`config.mk`:
```
export PLATFORM = sky130hd
export DESIGN_NAME = sds_div
export DESIGN_NICKNAME = d
export VERILOG_FILES = /design/src/hw/rtl/sds_div.sv
export SDC_FILE = /design/constraint.sdc
export NUM_CORES = 2
export LEC_CHECK = 0
export BUFFER_PORTS_ARGS = -buffer_cell sky130_fd_sc_hd__buf_4
export CORE_MARGIN = 2
export CORE_UTILIZATION = 45
export DETAILED_ROUTE_END_ITERATION = 10
export SYNTH_ARGS = -nofsm -noshare
export SYNTH_HDL_FRONTEND = slang
export SYNTH_SLANG_ARGS = --single-unit
```
`constraint.sdc`:
```
create_clock -name clock -period 3.9 [get_ports clock]
set_input_delay 0.78 -clock clock [delete_from_list [all_inputs] [get_ports clock]]
set_output_delay 0.78 -clock clock [all_outputs]
set_load 0.03 [all_outputs]
```
`src/hw/rtl/sds_div.sv`:
```
// sds_div: pipelined restoring divider, one quotient bit per stage
// requires in_num < in_den * 2^QW; sideband carried alongside; no package use
`default_nettype none
module sds_div #(
   parameter int NW = 33,
   parameter int DW = 17,
   parameter int QW = 32,
   parameter int SW = 1
) (
   input  wire logic            clock,
   input  wire logic            reset,
   input  wire logic            en,
   input  wire logic            in_valid,
   input  wire logic [NW-1:0]   in_num,
   input  wire logic [DW-1:0]   in_den,
   input  wire logic [SW-1:0]   in_side,
   output logic                 out_valid,
   output logic [QW-1:0]        out_quo,
   output logic [SW-1:0]        out_side
);

   localparam int CW = NW + DW + QW;

   logic          valid_c [QW+1];
   logic [NW-1:0] rem_c   [QW+1];
   logic [DW-1:0] den_c   [QW+1];
   logic [QW-1:0] quo_c   [QW+1];
   logic [SW-1:0] side_c  [QW+1];

   assign valid_c[0] = in_valid;
   assign rem_c[0]   = in_num;
   assign den_c[0]   = in_den;
   assign quo_c[0]   = '0;
   assign side_c[0]  = in_side;

   for (genvar k = 0; k < QW; k++) begin : stage
      logic          valid_ff;
      logic [NW-1:0] rem_ff, rem_in;
      logic [DW-1:0] den_ff;
      logic [QW-1:0] quo_ff, quo_in;
      logic [SW-1:0] side_ff;
      logic [CW-1:0] trial;
      logic          take;

      // subtract the shifted divisor where it fits
      always_comb begin
         trial  = CW'(den_c[k]) << (QW - 1 - k);
         take   = CW'(rem_c[k]) >= trial;
         rem_in = take ? NW'(CW'(rem_c[k]) - trial) : rem_c[k];
         quo_in = quo_c[k];
         quo_in[QW-1-k] = take;
      end

      always_ff @(posedge clock) begin
         if (reset) begin
            valid_ff <= 1'b0;
         end else if (en) begin
            valid_ff <= valid_c[k];
         end
      end

      always_ff @(posedge clock) begin
         if (en) begin
            rem_ff  <= rem_in;
            den_ff  <= den_c[k];
            quo_ff  <= quo_in;
            side_ff <= side_c[k];
         end
      end

      assign valid_c[k+1] = valid_ff;
      assign rem_c[k+1]   = rem_ff;
      assign den_c[k+1]   = den_ff;
      assign quo_c[k+1]   = quo_ff;
      assign side_c[k+1]  = side_ff;
   end

   assign out_valid = valid_c[QW];
   assign out_quo   = quo_c[QW];
   assign out_side  = side_c[QW];

endmodule
`default_nettype wire

```
==> flow_summary.ini <==
[synth]
synth_edf_count = 2110
ys.flop_type = edfxtp_1
syn_nets = 7025
synth_cell_type_count = 89
avgSynthCellArea_um2 = 14.3
syn_area_mm2 = 0.0933
async_flop_share_pct = 0
yosys-top-cells-area = edfxtp_1 (68%), ha_1 (5.7%), inv_1 (2.3%)
synth.top_cell.area_share_pct = 67.9
yosys.area.top_type = edfxtp_1
yosysWarnings = 0
synth-seq-cells = 2142
synthCells = 6516
yosysSeqAreaShare_pct = 68.6

[sta]
fin_crit_ns = 3.66
final-setup-viol-count = 0
maxSlewHeadroom_pct = 33.8
slew_viol_final = 0
fin_skew_ns = 0.0811
worst_slew_pin_slew_ns = 0.993
fin_crit_sh_pct = 93.8
hold_viol_final = 0
grt_setup_unrepaired = false
tns_ns = 0
fin_ws_ns = 0.242
holdWs_ns = 0.0862
timing.fmax_ghz = 0.273

[floorplanning]
dieArea_mm2 = 0.211
die_w_um = 459
dieHeight_um = 459
io_pins = 89
rows = 167
coreArea_mm2 = 0.207
initial_utilization_pct = 45.2

[clocking]
clk_latency_ns = 0.89
htreeDepth = 4
tritoncts = done
numCtsBuffers = 220
cts.clk_slew.worst_paths_ns = 0.06
clock-root-buffer = clkbuf_16
cts_sinks = 2142
clk_path_buf_depth = 3

[critical_path]
crit_arrival_ns = 4.19
cp_num_buf_inv = 1
end_kind = register
critPathKind = register to register
critPathMaxFanout = 14
crit_top_cell = nand2_1
crit_required_ns = 4.43
slowest_delay_ns = 0.64
crit_cells = 10
start_kind = register
worstPathCellList = ha_1 > nand2_1 > nor3_1 > nand2_1 > or4_1 > nand3_1 > a31oi_2 > buf_4 > a2111oi_0 > xor2_1
crit_family = simple AND/OR/NAND/NOR gates
r2r_cells = 10
crit_slowest_cell = or4_1

[global_route]
gr-usage-met1_pct = 24.3
grtUsageMet2_pct = 29.2
grt_max_degree = 146
grt-busiest-layer = met2
grt_pass1_vias = 51400
grt_pass1_wl_um = 294000
grt_antenna_before_repair = 4
overflow = 0
grt_use_met3_pct = 2.70
globalRouteTotalUtil_pct = 17.7

[power]
internal_power_mw = 47.5
totalPowerFinal_mw = 66.5
leakage_nw = 39.4
p_per_area_mw_per_mm2 = 628
irDropWorstVdd_mv = 0.487
swShare_pct = 28.6
combinationalPowerShare_pct = 21.1
p_clk_share_pct = 32.0
power_frac_seq_pct = 46.9
p_sw_mw = 19.0

[place]
dp_hpwl_um = 135000
place_inst = 9333
numPortBuffers = 88
place_ws_ns = 0.246
gp_congestion = 0.871

[route]
vias_per_cell = 5.35
drc = 0
wire_per_inst_um = 19.2
antenna_left = 0
drtPass1Iterations = 5
routed_wl_um = 187000
drtIter0Drc = 4126
vias = 52200

[hold_path]
whs_path_depth = 1
holdCritPathClass = input port to register

[cells_and_area]
drive_above_1_share_pct = 10.6
most-common-layout-cells = edfxtp_1 (2110), inv_1 (560), ha_1 (424), nor2_1 (365), a21oi_1 (336)
final_cells = 9770
layout_commonest_cell = edfxtp_1
syn_to_final_growth_pct = 13.5
nets = 7385

[job]
max_cap_viol_count = 0

[run_status]
outcome = finished clean
==> what timing repair did <==
action | CTS | global route
gates resized for setup | 0 | 3
buffers inserted | 0 | 1
hold buffers | 24 | 0
hold endpoints to repair | 24 | 0
endpoints found under the setup margin | 0 | 12
==> cell usage after synthesis, types with 67 or more instances <==
master / count
nor4_1: 138
mux2_2: 156
a21oi_1: 336
xor2_1: 179
ha_1: 424
nand2_1: 326
nand3_1: 82
nor2b_1: 77
inv_1: 560
nor2_1: 366
edfxtp_1: 2110
o21a_1: 67
nand4_1: 71
o21ai_0: 295
xnor2_1: 218
nor3_1: 127
a21o_1: 132
nand2b_1: 74
==> power by group through the flow <==
stage               logic (mW)  clock network (mW)  registers (mW)
CTS                       14.0                21.9            31.2
floorplan                 10.4                   0            30.5
global route              15.7                22.8            31.4
finish                    14.0                21.3            31.2
detailed placement        13.8                   0            31.6
global placement          13.6                   0            31.6
==> per-layer routing <==
metal	routed length [um]	vias up	share of wire, %
met5	7	-	0.0037
met4	4790	2	2.6
met3	7840	297	4.2
met2	89500	985	48
met1	85300	25600	46
li1	-	25300	-
==> final timing paths <==
path,slack [ns],from,end
setup / recovery,0.24,stage[24].rem_ff[21],stage[25].rem_ff[26]
hold / removal,0.09,in_num[9],stage[0].rem_ff[9]
setup reg to reg,0.24,stage[24].rem_ff[21],stage[25].rem_ff[26]
hold reg to reg,0.37,stage[25].side_ff,stage[26].side_ff
==> registers in the layout (all words and copies together) (netlist names) <==
register	count
out_side	1
stage.quo_ff	496
out_valid	1
out_quo	32
stage.rem_ff	1023
stage.side_ff	31
stage.den_ff	527
stage.valid_ff	31
==> through the flow <==
step,area [um2],utilization [%]
2_1_floorplan,93300,-
3_3_place_gp,98200,47.5
3_5_place_dp,98200,47.5
4_1_cts,106000,51.2
5_1_grt,106000,51.2
6_report,106000,51.2
==> final cells by class <==
type	count	area (um2)
inverter	561	2110
clock inverter	151	1820
sequential	2142	64000
fill	17100	101000
antenna	2	5.00
timing repair buffer	214	1940
multi-input combinational	3737	27000
clock buffer	259	5650
tap	2704	3380
==> kinds of logic (layout without fill, tap and decap cells) <==
logic type | Yosys count | after routing | synth area share (%)
other | 0 | 2 | 0
DFF | 2142 | 2142 | 68.6
and+or+nand+nor | 1500 | 1500 | 8.24
muxes | 225 | 225 | 2.64
adders and majority gates | 454 | 454 | 6.33
AOI/OAI and AO/OA | 1161 | 1161 | 7.88
buffers and inverters | 637 | 1185 | 2.60
xor gates and xnor gates | 397 | 397 | 3.73
(Power assumes the default switching activity.)
