[src/hw/rtl/sds_sqrt.sv]
// sds_sqrt: pipelined integer square root, one result bit per stage
// floor(sqrt(in_rad)) with a sideband carried alongside; no package use
`default_nettype none
module sds_sqrt #(
   parameter int RADW = 34,
   parameter int SW = 1
) (
   input  wire logic                clock,
   input  wire logic                reset,
   input  wire logic                en,
   input  wire logic                in_valid,
   input  wire logic [RADW-1:0]     in_rad,
   input  wire logic [SW-1:0]       in_side,
   output logic                     out_valid,
   output logic [RADW/2-1:0]        out_root,
   output logic [SW-1:0]            out_side
);

   localparam int QW = RADW / 2;
   localparam int RW = QW + 3;

   logic            valid_c [QW+1];
   logic [RADW-1:0] rad_c   [QW+1];
   logic [RW-1:0]   rem_c   [QW+1];
   logic [QW-1:0]   root_c  [QW+1];
   logic [SW-1:0]   side_c  [QW+1];

   assign valid_c[0] = in_valid;
   assign rad_c[0]   = in_rad;
   assign rem_c[0]   = '0;
   assign root_c[0]  = '0;
   assign side_c[0]  = in_side;

   for (genvar k = 0; k < QW; k++) begin : stage
      logic            valid_ff;
      logic [RADW-1:0] rad_ff, rad_in;
      logic [RW-1:0]   rem_ff, rem_in;
      logic [QW-1:0]   root_ff, root_in;
      logic [SW-1:0]   side_ff;
      logic [RW-1:0]   shifted;
      logic [RW-1:0]   trial;
      logic            take;

      // bring down two radicand bits and try appending a one
      always_comb begin
         shifted = {rem_c[k][RW-3:0], rad_c[k][RADW-1 -: 2]};
         trial   = RW'({root_c[k], 2'b01});
         take    = shifted >= trial;
         rem_in  = take ? shifted - trial : shifted;
         root_in = {root_c[k][QW-2:0], take};
         rad_in  = rad_c[k] << 2;
      end

      always_ff @(posedge clock) begin
         if (reset) begin
            valid_ff <= 1'b0;
         end else if (en) begin
            valid_ff <= valid_c[k];
         end
      end

      always_ff @(posedge clock) begin
         if (en) begin
            rad_ff  <= rad_in;
            rem_ff  <= rem_in;
            root_ff <= root_in;
            side_ff <= side_c[k];
         end
      end

      assign valid_c[k+1] = valid_ff;
      assign rad_c[k+1]   = rad_ff;
      assign rem_c[k+1]   = rem_ff;
      assign root_c[k+1]  = root_ff;
      assign side_c[k+1]  = side_ff;
   end

   assign out_valid = valid_c[QW];
   assign out_root  = root_c[QW];
   assign out_side  = side_c[QW];

endmodule
`default_nettype wire

[config.mk]
export PLATFORM = sky130hd
export DESIGN_NAME = sds_sqrt
export DESIGN_NICKNAME = d
export VERILOG_FILES = /design/src/hw/rtl/sds_sqrt.sv
export SDC_FILE = /design/constraint.sdc
export NUM_CORES = 1
export LEC_CHECK = 0
export ABC_AREA = 0
export CORE_MARGIN = 2
export CORE_UTILIZATION = 50
export DETAILED_ROUTE_END_ITERATION = 10
export DONT_BUFFER_PORTS = 1
export PLACE_DENSITY = 0.72
export SETUP_SLACK_MARGIN = 0.4
export SKIP_LAST_GASP = 1
export SLEW_MARGIN = 10
export SYNTH_ARGS = -nofsm -noshare
export SYNTH_HDL_FRONTEND = slang
export SYNTH_SLANG_ARGS = --single-unit
[constraint.sdc]
create_clock -name clock -period 5.75 [get_ports clock]
set_input_delay 1.4375 -clock clock [delete_from_list [all_inputs] [get_ports clock]]
set_output_delay 1.4375 -clock clock [all_outputs]
set_load 0.05 [all_outputs]
==> impl_metrics.json <==
{
  "drc": 0,
  "grt_pass1_wl_um": 94650,
  "via_count": 19290,
  "leakage_nw": 14.06,
  "final_cells": 3442,
  "fin_crit_ns": 3.590,
  "clk_pin_slew_ns": 0.06,
  "setup_tns_ns": 0,
  "gp_congestion": 0.9061,
  "drive_above_1_share": 0.08146,
  "syn_area_mm2": 0.03336,
  "track_usage": 0.1671,
  "initial_core_util": 0.5065,
  "worstMarginPinSlew_ns": 2.544,
  "dr.pass1.iters": 6,
  "io_pins": 58,
  "ys_seq_elements": 727,
  "power.density_mw_per_mm2": 372.8,
  "synthFlopType": "edfxtp_1",
  "dpl.hpwl_um": 39470,
  "crit_start": "stage[11].rem_ff[0]",
  "dpl_worst_slack_ns": 2.090,
  "rows": 94,
  "outcome": "complete, but fails checks",
  "synth.net_count": 2685,
  "htreeDepth": 3,
  "min_from": "stage[11].rad_ff[30]",
  "drtAntennaViolNets": 0,
  "fp.coreArea_mm2": 0.06586,
  "clk-insertion-delay-late_ns": 0.62,
  "cts_tree": "done",
  "avgSynthCellArea_um2": 13.48,
  "fmax_mhz": 278.5,
  "rsz0062_at_grt": "no",
  "clock-sinks": 727,
  "ir_worst_vdd_mv": 0.2349,
  "crit_arrival_ns": 3.95,
  "start_kind": "register",
  "crit_path_max_incr_delay_ns": 0.89,
  "post-cts-setup-buffers": 0,
  "worst_slack_ns": 2.160,
  "synth_warnings": 0,
  "setup_viol": 0,
  "critical_path_peak_fanout": 17,
  "dp.cells": 3299,
  "async_flop_share": 0,
  "slowest_stage": "nand4_1",
  "first_iter_violations": 1702,
  "worst-setup-path-type": "register to register",
  "cts_buffer_depth": 3,
  "hold_viol": 0,
  "worstPathRequired_ns": 6.11,
  "rr_startpoint": "stage[11].rem_ff[0]",
  "cts_root_buf": "clkbuf_16",
  "clock_skew_ns": 0.03304,
  "synth-edff-count": 710,
  "ys_seq_area_frac": 0.6493,
  "grt_max_degree": 728,
  "max-slew-margin-rel": -0.6962,
  "numCtsBuffers": 79,
  "synth.distinct_cells": 80,
  "grt_pass1_vias": 18900,
  "end_kind": "register",
  "ctsResizeCount": 0,
  "port_buffers": 0,
  "drt-wirelength-per-cell_um": 16.96,
  "routed_via_density": 5.603,
  "drv_slew": 630,
  "violations": "slew limit",
  "min_path_type": "register to register",
  "cts_hold_buffers": 0,
  "synthCells": 2475,
  "n_antenna_cell": 0,
  "area_growth_pct": 10.43,
  "overflow": 0,
  "die_x_um": 262.3,
  "dieArea_mm2": 0.06880,
  "critical_path.cell_chain": "ha_1, nor2b_1, o21ai_1, a21oi_1, o311ai_1, nand4_1, mux2_2",
  "finalCritPeriodShare": 0.6244,
  "fp.dieH_um": 262.3,
  "wirelength_um": 58380,
  "antenna_found_initial": 0,
  "cap_violations": 0,
  "nets": 2726
}
worst paths after layout:
path,end,slack (ns),cells past startpoint
max,stage[12].rem_ff[12],2.16,7
min,stage[12].rad_ff[32],0.41,0
min reg2reg,stage[12].rad_ff[32],0.41,0
max reg2reg,stage[12].rem_ff[12],2.16,7
critical path: cells and delay by family (launching register included):
kind	cells	cell delay [ns]
AO/OA/AOI/OAI	3	0.94
multiplexers	1	0.60
adder cells (fa/ha/maj)	1	0.36
AND/OR/NAND/NOR	2	1.04
flip-flops	1	0.39
cell families (layout without fill, tap and decap cells):
group	count (synthesis)	in the layout	synth area share
multiplexers	91	91	0.02967
buffers and inverters	249	352	0.02866
AO/OA/AOI/OAI	449	449	0.08709
XOR/XNOR	189	189	0.04962
AND/OR/NAND/NOR	598	598	0.09140
other	1	1	0.0001124
adder cells (fa/ha/maj)	171	171	0.06414
flip-flops	727	727	0.6493
power breakdown:
part,switching (mW),leakage (nW),internal (mW)
Clock,2.04,1.23,2.82
Combinational,1.07,5.89,0.907
Sequential,0.350,6.94,6.55
Total,3.46,14.1,10.3
synth_stat cells (all sizes together), types with 28 or more instances:
master	count	area share
a211oi	28	0.0063
a21o	35	0.0079
a21oi	128	0.019
clkbuf	32	0.0036
edfxtp	710	0.64
ha	171	0.064
inv	205	0.023
mux2	63	0.021
mux2i	28	0.0084
nand2	102	0.012
nand2b	29	0.0054
nand3	34	0.0051
nor2	178	0.020
nor3	70	0.011
nor4	34	0.0068
o21a	34	0.0077
o21ai	90	0.014
or3	33	0.0062
xnor2	93	0.024
xor2	96	0.025
sequential cells by signal, indices dropped and copies added (netlist names):
| register | flops |
|---|---|
| out_valid | 1 |
| out_side | 1 |
| stage.root_ff | 136 |
| stage.rem_ff | 268 |
| stage.side_ff | 16 |
| stage.valid_ff | 16 |
| out_root | 17 |
| stage.rad_ff | 272 |
cells in the final DEF, fill, tap and decap left out, drive strengths merged, types with 10 or more instances in the layout:
cell type and count:
a211oi 28, nor4 34, nor2b 23, o211ai 25
nor3 70, a21oi 128, xor2 96, edfxtp 710
nand2b 29, o21a 34, and3 10, o31ai 18
a21o 35, mux2 63, nand2 102, xnor2 93
nand3 34, clkinv 39, or4 12, nand4 23
ha 171, o21ai 90, nor2 178, or2 11
mux2i 28, clkbuf 90, inv 209, dfxtp 17
or3 33
routing by layer:
layer | part of all wire | track usage
met5 | 0 | 0
met3 | 0.046 | 0.03120
met4 | 0.032 | 0.06496
met1 | 0.43 | 0.2129
met2 | 0.49 | 0.2835
layout make-up:
class / instances / area (µm²)
flip-flops and latches: 727 / 21660
repair buffers: 4 / 30.03
well taps: 864 / 1081
multi-input cells: 1499 / 10780
inverters: 205 / 769.5
fillers: 5282 / 29020
clock inverters: 53 / 503.0
clock buffers: 90 / 2018
stage by stage:
step	instance area, µm²	total power [mW]	hold WS, ns	util
2_1_floorplan	33360	8.419	0.4003	-
3_3_place_gp	34310	8.850	0.4002	0.5209
3_5_place_dp	34310	8.934	0.4045	0.5209
4_1_cts	36830	13.86	0.4114	0.5592
5_1_grt	36840	14.36	0.4136	0.5593
6_report	36840	13.73	0.4084	0.5593
No activity file was read; power rests on OpenSTA's default activity.
